### config.mk
export PLATFORM = sky130hd
export DESIGN_NAME = frame_bitmap_allocator
export DESIGN_NICKNAME = d
export VERILOG_FILES = /design/src/fba_pkg.sv /design/src/fba_ram.sv /design/src/fba_datapath.sv /design/src/fba_ctrl.sv /design/src/frame_bitmap_allocator.sv
export VERILOG_INCLUDE_DIRS = /design/src /design/src/src
export SDC_FILE = /design/constraint.sdc
export NUM_CORES = 2
export LEC_CHECK = 0
export BUFFER_PORTS_ARGS = -buffer_cell sky130_fd_sc_hd__buf_2
export CAP_MARGIN = 5
export CORE_UTILIZATION = 50
export DETAILED_ROUTE_END_ITERATION = 8
export PLACE_DENSITY = 0.65
export SKIP_CTS_REPAIR_TIMING = 1
export SLEW_MARGIN = 10
export SYNTH_ARGS = -nofsm -noshare
export SYNTH_HDL_FRONTEND = slang
export SYNTH_HIERARCHICAL = 1
export SYNTH_SLANG_ARGS = --single-unit
### constraint.sdc
create_clock -name clock -period 10.5 [get_ports clock]
set_input_delay 1.575 -clock clock [delete_from_list [all_inputs] [get_ports clock]]
set_output_delay 1.575 -clock clock [all_outputs]
set_load 0.005 [all_outputs]
### src/assert_macros.svh
// assertion macros shared by the frame bitmap allocator modules
// no dependencies; included by the files that carry assertions
`ifndef ASSERT_MACROS_SVH
`define ASSERT_MACROS_SVH

// same-cycle implication, checked on every clock edge outside reset
`define FBA_ASSERT(label, clk, rst, prop) \
   label: assert property (@(posedge clk) disable iff (rst) prop) \
      else $error("fba assertion failed");

// antecedent this cycle implies consequent in the next cycle
`define FBA_ASSERT_NEXT(label, clk, rst, ante, cons) \
   label: assert property (@(posedge clk) disable iff (rst) (ante) |=> (cons)) \
      else $error("fba assertion failed");

`endif

### src/fba_pkg.sv
// types and constants of the frame bitmap allocator
// no dependencies; used by the controller, the datapath and the top level
package fba_pkg;

   localparam int WORD_BITS = 32;

   localparam logic [1:0] STATUS_DONE    = 2'd0;
   localparam logic [1:0] STATUS_MAPPED  = 2'd1;
   localparam logic [1:0] STATUS_NO_FREE = 2'd2;
   localparam logic [1:0] STATUS_RANGE   = 2'd3;

   localparam logic KIND_ALLOC = 1'b0;
   localparam logic KIND_MAP   = 1'b1;

   typedef struct packed {
      logic        kind;
      logic [31:0] phys_address;
      logic [19:0] entry_frame;
      logic        kernel_page;
      logic        writable_page;
   } req_type;

   typedef struct packed {
      logic [1:0]  status;
      logic [11:0] frame_number;
      logic        present_bit;
      logic        write_bit;
      logic        user_bit;
   } rsp_type;

   // controller to datapath
   typedef struct packed {
      logic       load_req;
      logic       scan_rd;
      logic       map_rd;
      logic       clr_wr;
      logic       upd_wr;
      logic       rsp_send;
      logic [1:0] rsp_status;
   } cmd_type;

   // datapath to controller
   typedef struct packed {
      logic entry_mapped;
      logic is_map;
      logic map_oor;
      logic rd_valid;
      logic word_full;
      logic word_last;
      logic alloc_oor;
      logic scan_done;
      logic clr_last;
   } sts_type;

endpackage

### src/fba_ram.sv
// generic single-write, single-read ram with registered read data
// no dependencies; holds the used-frame bitmap
module fba_ram #(
   parameter int WIDTH     = 32,
   parameter int DEPTH     = 128,
   parameter int ADDR_BITS = (DEPTH > 1) ? $clog2(DEPTH) : 1
) (
   input  logic                 clock,
   input  logic                 wr_en,
   input  logic [ADDR_BITS-1:0] wr_addr,
   input  logic [WIDTH-1:0]     wr_data,
   input  logic                 rd_en,
   input  logic [ADDR_BITS-1:0] rd_addr,
   output logic [WIDTH-1:0]     rd_data
);

   logic [WIDTH-1:0] mem_ff [DEPTH];
   logic [WIDTH-1:0] rd_data_ff;

   always_ff @(posedge clock) begin
      if (wr_en) begin
         mem_ff[wr_addr] <= wr_data;
      end
      if (rd_en) begin
         rd_data_ff <= mem_ff[rd_addr];
      end
   end

   assign rd_data = rd_data_ff;

endmodule

### src/fba_datapath.sv
// datapath of the frame bitmap allocator: request register, bitmap ram,
// scan and clear counters, lowest-free search and result register; uses fba_pkg, fba_ram
module fba_datapath #(
   parameter int NUM_FRAMES  = 4096,
   parameter int FRAME_BYTES = 4096,
   parameter int WORD_COUNT  = (NUM_FRAMES + 31) / 32,
   parameter int ADDR_BITS   = (WORD_COUNT > 1) ? $clog2(WORD_COUNT) : 1
) (
   input  logic             clock,
   input  logic             reset,
   input  fba_pkg::req_type req_data,
   input  fba_pkg::cmd_type cmd,
   output fba_pkg::sts_type sts,
   output logic             rsp_strobe,
   output fba_pkg::rsp_type rsp_data
);

   localparam int FB_SHIFT   = $clog2(FRAME_BYTES);
   localparam int FRAME_BITS = ADDR_BITS + 5;

   function automatic logic [4:0] bit_index(input logic [31:0] onehot);
      logic [4:0] idx;
      idx = '0;
      for (int j = 0; j < 32; j++) begin
         if (onehot[j]) begin
            idx = idx | 5'(j);
         end
      end
      return idx;
   endfunction

   fba_pkg::req_type       req_ff;
   logic [ADDR_BITS:0]     scan_ff, scan_in;
   logic [ADDR_BITS-1:0]   clr_ff, clr_in;
   logic                   chk_valid_ff;
   logic [ADDR_BITS-1:0]   chk_addr_ff;
   logic                   rsp_valid_ff;
   fba_pkg::rsp_type       rsp_ff, rsp_in;

   logic [32:0]            map_full_frame;
   logic [FRAME_BITS-1:0]  map_frame;
   logic [ADDR_BITS-1:0]   rd_addr;
   logic                   rd_en;
   logic [31:0]            rd_word;
   logic [31:0]            low_zero;
   logic [FRAME_BITS-1:0]  found_frame;
   logic [FRAME_BITS-1:0]  sel_frame;
   logic [31:0]            wr_word;
   logic [ADDR_BITS-1:0]   wr_addr;

   // frame of the mapped address, kept wide for the range check
   assign map_full_frame = {1'b0, req_ff.phys_address} >> FB_SHIFT;
   assign map_frame      = map_full_frame[FRAME_BITS-1:0];

   assign rd_en   = cmd.scan_rd | cmd.map_rd;
   assign rd_addr = cmd.scan_rd ? scan_ff[ADDR_BITS-1:0] : map_frame[FRAME_BITS-1:5];

   // isolate the lowest clear bit
   assign low_zero    = ~rd_word & (rd_word + 32'd1);
   assign found_frame = {chk_addr_ff, bit_index(low_zero)};
   assign sel_frame   = req_ff.kind == fba_pkg::KIND_MAP ? map_frame : found_frame;

   assign wr_word = req_ff.kind == fba_pkg::KIND_MAP
                    ? (rd_word | (32'd1 << map_frame[4:0]))
                    : (rd_word | low_zero);
   assign wr_addr = cmd.clr_wr ? clr_ff : chk_addr_ff;

   fba_ram #(
      .WIDTH     (fba_pkg::WORD_BITS),
      .DEPTH     (WORD_COUNT),
      .ADDR_BITS (ADDR_BITS)
   ) u_bitmap (
      .clock   (clock),
      .wr_en   (cmd.clr_wr | cmd.upd_wr),
      .wr_addr (wr_addr),
      .wr_data (cmd.clr_wr ? 32'd0 : wr_word),
      .rd_en   (rd_en),
      .rd_addr (rd_addr),
      .rd_data (rd_word)
   );

   always_comb begin
      scan_in = scan_ff;
      if (cmd.load_req) begin
         scan_in = '0;
      end else if (cmd.scan_rd) begin
         scan_in = scan_ff + 1'b1;
      end
      clr_in = cmd.clr_wr ? clr_ff + 1'b1 : clr_ff;

      rsp_in              = rsp_ff;
      rsp_in.status       = cmd.rsp_status;
      rsp_in.frame_number = cmd.rsp_status == fba_pkg::STATUS_DONE ? 12'(sel_frame) : 12'd0;
      rsp_in.present_bit  = cmd.rsp_status == fba_pkg::STATUS_DONE;
      rsp_in.write_bit    = req_ff.writable_page;
      rsp_in.user_bit     = ~req_ff.kernel_page;
   end

   always_ff @(posedge clock) begin
      if (reset) begin
         scan_ff      <= '0;
         clr_ff       <= '0;
         chk_valid_ff <= 1'b0;
         rsp_valid_ff <= 1'b0;
      end else begin
         scan_ff      <= scan_in;
         clr_ff       <= clr_in;
         chk_valid_ff <= rd_en;
         rsp_valid_ff <= cmd.rsp_send;
      end
   end

   always_ff @(posedge clock) begin
      if (cmd.load_req) begin
         req_ff <= req_data;
      end
      if (rd_en) begin
         chk_addr_ff <= rd_addr;
      end
      if (cmd.rsp_send) begin
         rsp_ff <= rsp_in;
      end
   end

   always_comb begin
      sts.entry_mapped = req_ff.entry_frame != 20'd0;
      sts.is_map       = req_ff.kind == fba_pkg::KIND_MAP;
      sts.map_oor      = map_full_frame >= 33'(NUM_FRAMES);
      sts.rd_valid     = chk_valid_ff;
      sts.word_full    = rd_word == 32'hFFFF_FFFF;
      sts.word_last    = chk_addr_ff == ADDR_BITS'(WORD_COUNT - 1);
      sts.alloc_oor    = (FRAME_BITS + 1)'(found_frame) >= (FRAME_BITS + 1)'(NUM_FRAMES);
      sts.scan_done    = scan_ff == (ADDR_BITS + 1)'(WORD_COUNT);
      sts.clr_last     = clr_ff == ADDR_BITS'(WORD_COUNT - 1);
   end

   assign rsp_strobe = rsp_valid_ff;
   assign rsp_data   = rsp_ff;

endmodule

### src/fba_ctrl.sv
// controller of the frame bitmap allocator: clear pass, decode, scan and map sequencing
// uses fba_pkg and assert_macros.svh; drives fba_datapath by command signals
module fba_ctrl (
   input  logic             clock,
   input  logic             reset,
   input  logic             start,
   output logic             busy,
   input  fba_pkg::sts_type sts,
   output fba_pkg::cmd_type cmd
);

   localparam logic [2:0] ST_CLEAR  = 3'd0;
   localparam logic [2:0] ST_IDLE   = 3'd1;
   localparam logic [2:0] ST_DECIDE = 3'd2;
   localparam logic [2:0] ST_SCAN   = 3'd3;
   localparam logic [2:0] ST_MAP    = 3'd4;

   logic [2:0] state_ff, state_in;
   logic       item_finish;

   always_comb begin
      cmd      = '0;
      state_in = state_ff;
      case (state_ff)
         ST_CLEAR: begin
            cmd.clr_wr = 1'b1;
            if (sts.clr_last) begin
               state_in = ST_IDLE;
            end
         end
         ST_IDLE: begin
            if (start) begin
               cmd.load_req = 1'b1;
               state_in     = ST_DECIDE;
            end
         end
         ST_DECIDE: begin
            if (sts.entry_mapped) begin
               cmd.rsp_send   = 1'b1;
               cmd.rsp_status = fba_pkg::STATUS_MAPPED;
               state_in       = ST_IDLE;
            end else if (sts.is_map) begin
               if (sts.map_oor) begin
                  cmd.rsp_send   = 1'b1;
                  cmd.rsp_status = fba_pkg::STATUS_RANGE;
                  state_in       = ST_IDLE;
               end else begin
                  cmd.map_rd = 1'b1;
                  state_in   = ST_MAP;
               end
            end else begin
               cmd.scan_rd = 1'b1;
               state_in    = ST_SCAN;
            end
         end
         ST_SCAN: begin
            if (sts.rd_valid && !sts.word_full && !sts.alloc_oor) begin
               cmd.upd_wr     = 1'b1;
               cmd.rsp_send   = 1'b1;
               cmd.rsp_status = fba_pkg::STATUS_DONE;
               state_in       = ST_IDLE;
            end else if (sts.rd_valid && (sts.alloc_oor || sts.word_last)) begin
               cmd.rsp_send   = 1'b1;
               cmd.rsp_status = fba_pkg::STATUS_NO_FREE;
               state_in       = ST_IDLE;
            end else if (!sts.scan_done) begin
               cmd.scan_rd = 1'b1;
            end
         end
         ST_MAP: begin
            if (sts.rd_valid) begin
               cmd.upd_wr     = 1'b1;
               cmd.rsp_send   = 1'b1;
               cmd.rsp_status = fba_pkg::STATUS_DONE;
               state_in       = ST_IDLE;
            end
         end
         default: begin
            state_in = ST_IDLE;
         end
      endcase
   end

   always_ff @(posedge clock) begin
      if (reset) begin
         state_ff <= ST_CLEAR;
      end else begin
         state_ff <= state_in;
      end
   end

   assign busy = state_ff != ST_IDLE;

   // a transaction going back to idle
   assign item_finish = state_ff != ST_IDLE && state_ff != ST_CLEAR && state_in == ST_IDLE;

`include "assert_macros.svh"

   `FBA_ASSERT(a_upd_needs_data, clock, reset, cmd.upd_wr |-> sts.rd_valid)
   `FBA_ASSERT(a_scan_in_bounds, clock, reset, cmd.scan_rd |-> !sts.scan_done)
   `FBA_ASSERT(a_idle_with_result, clock, reset, item_finish |-> cmd.rsp_send)

endmodule

### src/frame_bitmap_allocator.sv
// results: a mapped entry or an out-of-range map is answered from the decide state, a map
// from the map state after its word read, an allocate once the scan reaches the first
// bitmap word with a free frame; one transaction at a time, the next one is accepted once
// busy falls, as the last result shows; a full allocation scan reads one ram word per cycle
// reset: synchronous, active high; then a clearing pass writes WORD_COUNT words
// with busy high; results cannot be stalled and show for one cycle on rsp_strobe
module frame_bitmap_allocator #(
   parameter int NUM_FRAMES  = 4096,
   parameter int FRAME_BYTES = 4096
) (
   input  logic             clock,
   input  logic             reset,
   input  logic             start,
   output logic             busy,
   input  fba_pkg::req_type req_data,
   output logic             rsp_strobe,
   output fba_pkg::rsp_type rsp_data
);

   // one bitmap word per 32 frames, spare bits of the last word stay unused
   localparam int WORD_COUNT = (NUM_FRAMES + 31) / 32;
   localparam int ADDR_BITS  = (WORD_COUNT > 1) ? $clog2(WORD_COUNT) : 1;

   // command and status groups between controller and datapath
   fba_pkg::cmd_type cmd;
   fba_pkg::sts_type sts;

   // sequencer: clear pass, decode, word scan, map read-modify-write
   fba_ctrl u_ctrl (
      .clock (clock),
      .reset (reset),
      .start (start),
      .busy  (busy),
      .sts   (sts),
      .cmd   (cmd)
   );

   // bitmap ram, lowest-free search and the result register
   fba_datapath #(
      .NUM_FRAMES  (NUM_FRAMES),
      .FRAME_BYTES (FRAME_BYTES),
      .WORD_COUNT  (WORD_COUNT),
      .ADDR_BITS   (ADDR_BITS)
   ) u_datapath (
      .clock      (clock),
      .reset      (reset),
      .req_data   (req_data),
      .cmd        (cmd),
      .sts        (sts),
      .rsp_strobe (rsp_strobe),
      .rsp_data   (rsp_data)
   );

`include "assert_macros.svh"

   // an accepted transaction always makes the block busy in the following cycle
   `FBA_ASSERT_NEXT(a_accept_busy, clock, reset, start && !busy, busy)
   // each result shows for a single cycle
   `FBA_ASSERT_NEXT(a_strobe_single, clock, reset, rsp_strobe, !rsp_strobe)

endmodule

# After elaboration in Yosys (flattened, before gate mapping)
# Memory sizes are Yosys's and may differ from the RTL's. A register that Yosys moved wholly into a read port is not among the register bits.
# Cells that the tools add are included.
# word_totals
register_bits,99
latchBits,0
ram_bits,4096
rom_bits,0
input_bits,58
output_inout_bits,19
word_cells,159
memories,1
# memory_table
name,depth,word_bits,rd,rd_clocked_by_memory_dff,write_ports,line_no,text
u_datapath.u_bitmap.mem_ff,128,32,1,1,1,fba_ram.sv:17,logic [WIDTH-1:0] mem_ff [DEPTH];
# classes
n_addsub,3
mul,0
div_mod_pow,0
n_lt_le_gt_ge,1
eq_ne,13
n_shift,1
mux,108
n_bitwise,7
reduce_logical,9
# ops
operator,count
2-to-1 mux 3 bit,38
2-to-1 mux 5 bit,16
2-to-1 mux 32 bit,2
OR 32 bit,2
2-to-1 mux 4 bit,10
"adder 32 x 1 -> 32 bit, second input constant",1
AND 32 bit,1
"== test 32 bit, second input constant",1
inverter 32 bit,1
"<< shifter 1 x 5 -> 32 bit, first input constant",1
2-to-1 mux 1 bit,29
"greater-or-equal comparator 20 x 13 -> 1 bit, second input constant",1
nonzero test 20 bit,1
2-to-1 mux 8 bit,2
case mux 3 bit (5 select lines),1
"== test 7 bit, second input constant",2
2-to-1 mux 7 bit,2
2-to-1 mux 12 bit,1
case mux 3 bit (3 select lines),1
"adder 8 x 1 -> 8 bit, second input constant",1
"== test 8 bit, second input constant",1
2-to-1 mux 2 bit,4
"adder 7 x 1 -> 7 bit, second input constant",1
"== test 3 x 2 -> 1 bit, second input constant",2
15 further kinds,20

# Logic depth before layout (Yosys ltp)
# depth
word_depth,34
depth_mapped,20
mapped_depth_nobuf,13

# Cells and area by module
# The synthesis kept the hierarchy.
# modules_own_cells
module,instances,cells_each,area_each_um2,seq_area_each_um2
fba_ram,1,5990,156596.4,123958.9
fba_datapath,1,445,4483.0,2352.3
fba_ctrl,1,42,335.3,60.1

# Least setup slack after synthesis
# No wires, ideal clock.
# synth_timing
path_kind,register to register
start,"register u_datapath.u_bitmap.rd_data_ff[8], in the netlist u_datapath/u_bitmap/rd_data[8] (read register of u_datapath.u_bitmap.mem_ff)"
end,"memory u_datapath.u_bitmap.mem_ff[0][23], data pin"
setup_ps,890
t_arrival_ps,5113
required_time_ps,9610
slack_ps,4496
stages_incl_launch_ff,7
path_buffers,1
period_less_slack_ps,6004
cell_sequence,edfxtp_1 -> nand4_2 -> or4_4 -> buf_6 -> nor3_2 -> nand3_1 -> a21oi_1
# synth_via
elab_chain_cells,5
# synth_rtl
element,line_no,text
from (decl),fba_ram.sv:18,logic [WIDTH-1:0] rd_data_ff;
adder 32 x 1 -> 32 bit,fba_datapath.sv:59,assign low_zero = ~rd_word & (rd_word + 32'd1);
AND 32 bit,fba_datapath.sv:59,
OR 32 bit,fba_datapath.sv:65,: (rd_word | low_zero);
2-to-1 mux 32 bit,fba_datapath.sv:64,? (rd_word | (32'd1 << map_frame[4:0]))
2-to-1 mux 32 bit,fba_datapath.sv:76,".wr_data (cmd.clr_wr ? 32'd0 : wr_word),"
to (decl),fba_ram.sv:17,
# Every way passes these cells.

==> results.md <==
* Sink count of the clock tree at 4,215
* Port bufs at 64
* Final hold violations at 0
* Synth Cell Area at 161,000 um2
* Least-Margin Pin Slew at 1.25 ns
* Post-DP Area at 169,000 um2
* RSZ-0062 raised after global routing: no
* Crit share post-route at 74.2%
* P_leak at 58.0 nW
* CP endpoint kind: register
* Share of Yosys cell area claimed by the top area cell type at 78.0%
* Worst R2R Start: u_datapath/u_bitmap/rd_data[7]$_DFFE_PP_
* WL per Instance at 34.3 um
* Worst EP arrival at 8.48 ns
* Clock Tree Buf Depth at 4
* Drt first pass iters at 6
* GRT overflow at 0
* Number of global-route vias before repair at 74,000
* Drt total wl at 395,000 um
* Post-synth ARST share at 0%
* EDFF count, synth at 4,195
* CP max-delay cell: mux2_8
* Mean Syn Cell Area at 24.9 um2
* CTS root buf: clkbuf_16
* Design area at 182,000 um2
* Yosys warning total at 6
* Vias per cell at 6.38
* Register area share after synthesis at 78.3%
* Area grow syn2layout at 12.7%
* Hold Path Origin: u_datapath/req_ff[0]$_DFFE_PP_
* CP max stage delay at 0.83 ns
* Worst R2R Setup Slack at 2.71 ns
* Setup CP Type: register to register
* Share of cells above drive strength 1 at 33.9%
* # rows at 208
* Relative slew margins at 16.5%
* Core area at 321,000 um2
* Power density over the cells at 179 nW/um2
* Wire length of the first global-routing pass at 553,000 um
* Die Ht at 570 um
* DRC at 0
* Final setup vio count at 0
* DP HPWL at 210,000 um
* Yosys top cell by area: edfxtp_1
* Vias at 73,400
* Run status: finished clean
* Final min period at 7.79 ns
* Syn Inst Count at 6,477
* Die W at 570 um
* Fin. max-slew vios at 0
* GP Congestion at 0.896
* Hold Path Sink: u_datapath/rsp_data[1]$_DFFE_PP_
* Initial antenna violation count at 33
* Netlist cell types at 65
* Worst hold path type: register to register
* Clk slew on worst S/H paths at 0.06 ns
* Fillers at 22,900
* Startpoint type of the worst setup path: register
* Total die area at 325,000 um2
* VDD IR-drop max at 0.132 mV
* DRT iter0 DRCs at 9,767
* CTS H-tree depth at 5
* # nets final at 6,920
* Fmax at 128 MHz
* Hold path depth at 0
* Reg2reg path depth at 16
* Pin count of the biggest net entering global routing at 112
* GRT Util Overall at 24.4%
* Largest fanout on the critical path at 55
* Most frequent CP cell: mux4_2
* Synth area leaders: edfxtp_1, mux4_2, clkbuf_1, nor2_1, mux2_2
* Max-cap violations at 0
* Worst skew pair latency at 0.97 ns
* CTS Buf Count at 407
* FF+latch count, synth at 4,215
* Setup Skew at 0.0444 ns
* Syn nets at 6,538
* Initial Utilization at 50.3%
* Num ports at 77
* Layout Cells excl Fill at 11,500
* Req. time, crit path at 11.18 ns
* Worst reg2reg endpoint: u_datapath/u_bitmap/rd_data[22]$_DFFE_PP_
* Setup TNS at 0 ns
* Placed insts at 10,800
* Cell Chain, Critical Path: nand4_2, or4_4, nor3_2, inv_1, nor3_1, nor3b_1, nor2b_1, o32ai_2, buf_4, mux2_8, buf_12, buf_4, mux4_2, mux4_2, mux4_2, mux2_2
* CTS tree: done
* Top_reg_cell synth: edfxtp_1
* Post-route ant nets at 0
[cells by family (layout without fill, tap and decap cells)]
family / Yosys count / in the layout / synth area share [%]
flops: 4215 / 4215 / 78.3
other cells: 1 / 7 / 0.00232
buf+inv: 357 / 1061 / 0.922
mux: 1399 / 1399 / 19.1
fa+ha+maj: 3 / 3 / 0.0233
simple gates: 386 / 386 / 1.15
compound gates: 107 / 107 / 0.435
xor+xnor: 9 / 9 / 0.0488
[metrics by stage]
| step | utilization (%) | power [mW] | worst slack, ns | hold WS (ns) |
|---|---|---|---|---|
| detailed placement | 52.7 | 18.8 | 2.78 | 0.415 |
| CTS | 56.6 | 32.7 | 2.76 | 0.430 |
| global route | 56.6 | 33.3 | 2.31 | 0.432 |
| finish | 56.7 | 32.5 | 2.71 | 0.429 |
| global placement | 52.7 | 18.8 | 2.77 | 0.409 |
| floorplan | - | 18.7 | 4.50 | 0.400 |
[Yosys cell counts (all sizes together) (8+ instances only)]
library cell  count
o21ai            17
a21oi            39
inv              17
mux2             45
buf             142
nand4            16
a211oi            8
edfxtp         4195
nor4             14
a221oi           11
mux2i            10
nand2b            9
clkbuf          198
and3              9
nand3            40
a31oi             9
mux4           1344
nor2b            14
dfxtp            20
nand2            44
nor2            180
nor3             21
[per-layer routing]
metal | global-route usage (%) | part of all wire [%]
met1 | 34.7 | 39
met4 | 6.53 | 2.8
met5 | 0 | 0.0079
met3 | 5.44 | 10
met2 | 38.5 | 48
[worst max-delay path, delay by kind of cell, from the launching register on]
kind | cells | cell delay [ns]
flip-flops | 1 | 0.64
AND/OR/NAND/NOR | 6 | 2.45
multiplexers | 5 | 2.81
AO/OA/AOI/OAI | 1 | 0.20
buffers and inverters | 4 | 1.19
[how the worst max path moves through the flow]
stage | start | endpoint | slack (ns) | cells after the start
finish | u_datapath/u_bitmap/rd_data[7]$_DFFE_PP_ | u_datapath/u_bitmap/rd_data[22]$_DFFE_PP_ | 2.71 | 16
global route | u_datapath/u_bitmap/rd_data[7]$_DFFE_PP_ | u_datapath/u_bitmap/rd_data[22]$_DFFE_PP_ | 2.31 | 16
CTS | u_datapath/u_bitmap/rd_data[7]$_DFFE_PP_ | u_datapath/u_bitmap/rd_data[22]$_DFFE_PP_ | 2.76 | 16
detailed placement | u_datapath/u_bitmap/rd_data[7]$_DFFE_PP_ | u_datapath/u_bitmap/rd_data[5]$_DFFE_PP_ | 2.78 | 16
global placement | u_datapath/u_bitmap/rd_data[7]$_DFFE_PP_ | u_datapath/u_bitmap/rd_data[2]$_DFFE_PP_ | 2.77 | 16
floorplan | u_datapath/u_bitmap/rd_data[8]$_DFFE_PP_ | u_datapath/u_bitmap/mem_ff[0][23]$_DFFE_PP_ | 4.50 | 6
[flip-flops by register name, summed over array words and instances (netlist names)]
signal                       flops
u_ctrl/state_ff                  3
u_datapath/chk_addr_ff           7
u_datapath/chk_valid_ff          1
u_datapath/clr_ff                7
u_datapath/map_frame            12
u_datapath/map_full_frame        8
u_datapath/req_ff               22
u_datapath/rsp_data             17
u_datapath/rsp_strobe            1
u_datapath/scan_ff               8
u_datapath/sts                   1
u_datapath/u_bitmap/mem_ff    4096
u_datapath/u_bitmap/rd_data     32
[area by class of cell]
| cell class | count | area, um2 | share of cell area (%) |
|---|---|---|---|
| Multi-Input combinational cell | 1905 | 34900 | 19.2 |
| Sequential cell | 4215 | 126000 | 69.5 |
| Inverter | 17 | 63.8 | 0.0351 |
| Tap cell | 4305 | 5390 | 2.96 |
| Clock buffer | 499 | 10700 | 5.86 |
| Clock inverter | 232 | 1990 | 1.09 |
| Antenna cell | 6 | 15.0 | 0.00825 |
| Timing Repair Buffer | 313 | 2540 | 1.40 |
[cell usage in the layout, fill, tap and decap left out, drive strengths merged, types with 16 or more instances in the layout]
cell    count
edfxtp   4195
mux4     1344
clkbuf    499
buf       313
nor2      180
clkinv    179
mux2       45
nand2      44
nand3      40
a21oi      39
bufinv     30
inv        30
nor3       21
dfxtp      20
o21ai      17
nand4      16
[power by group]
group | switching, mW | internal, mW
Combinational | 0.117 | 0.0391
Sequential | 0.0110 | 18.3
Clock | 6.11 | 7.93
Total | 6.24 | 26.2
No activity file was read; power rests on OpenSTA's default activity.
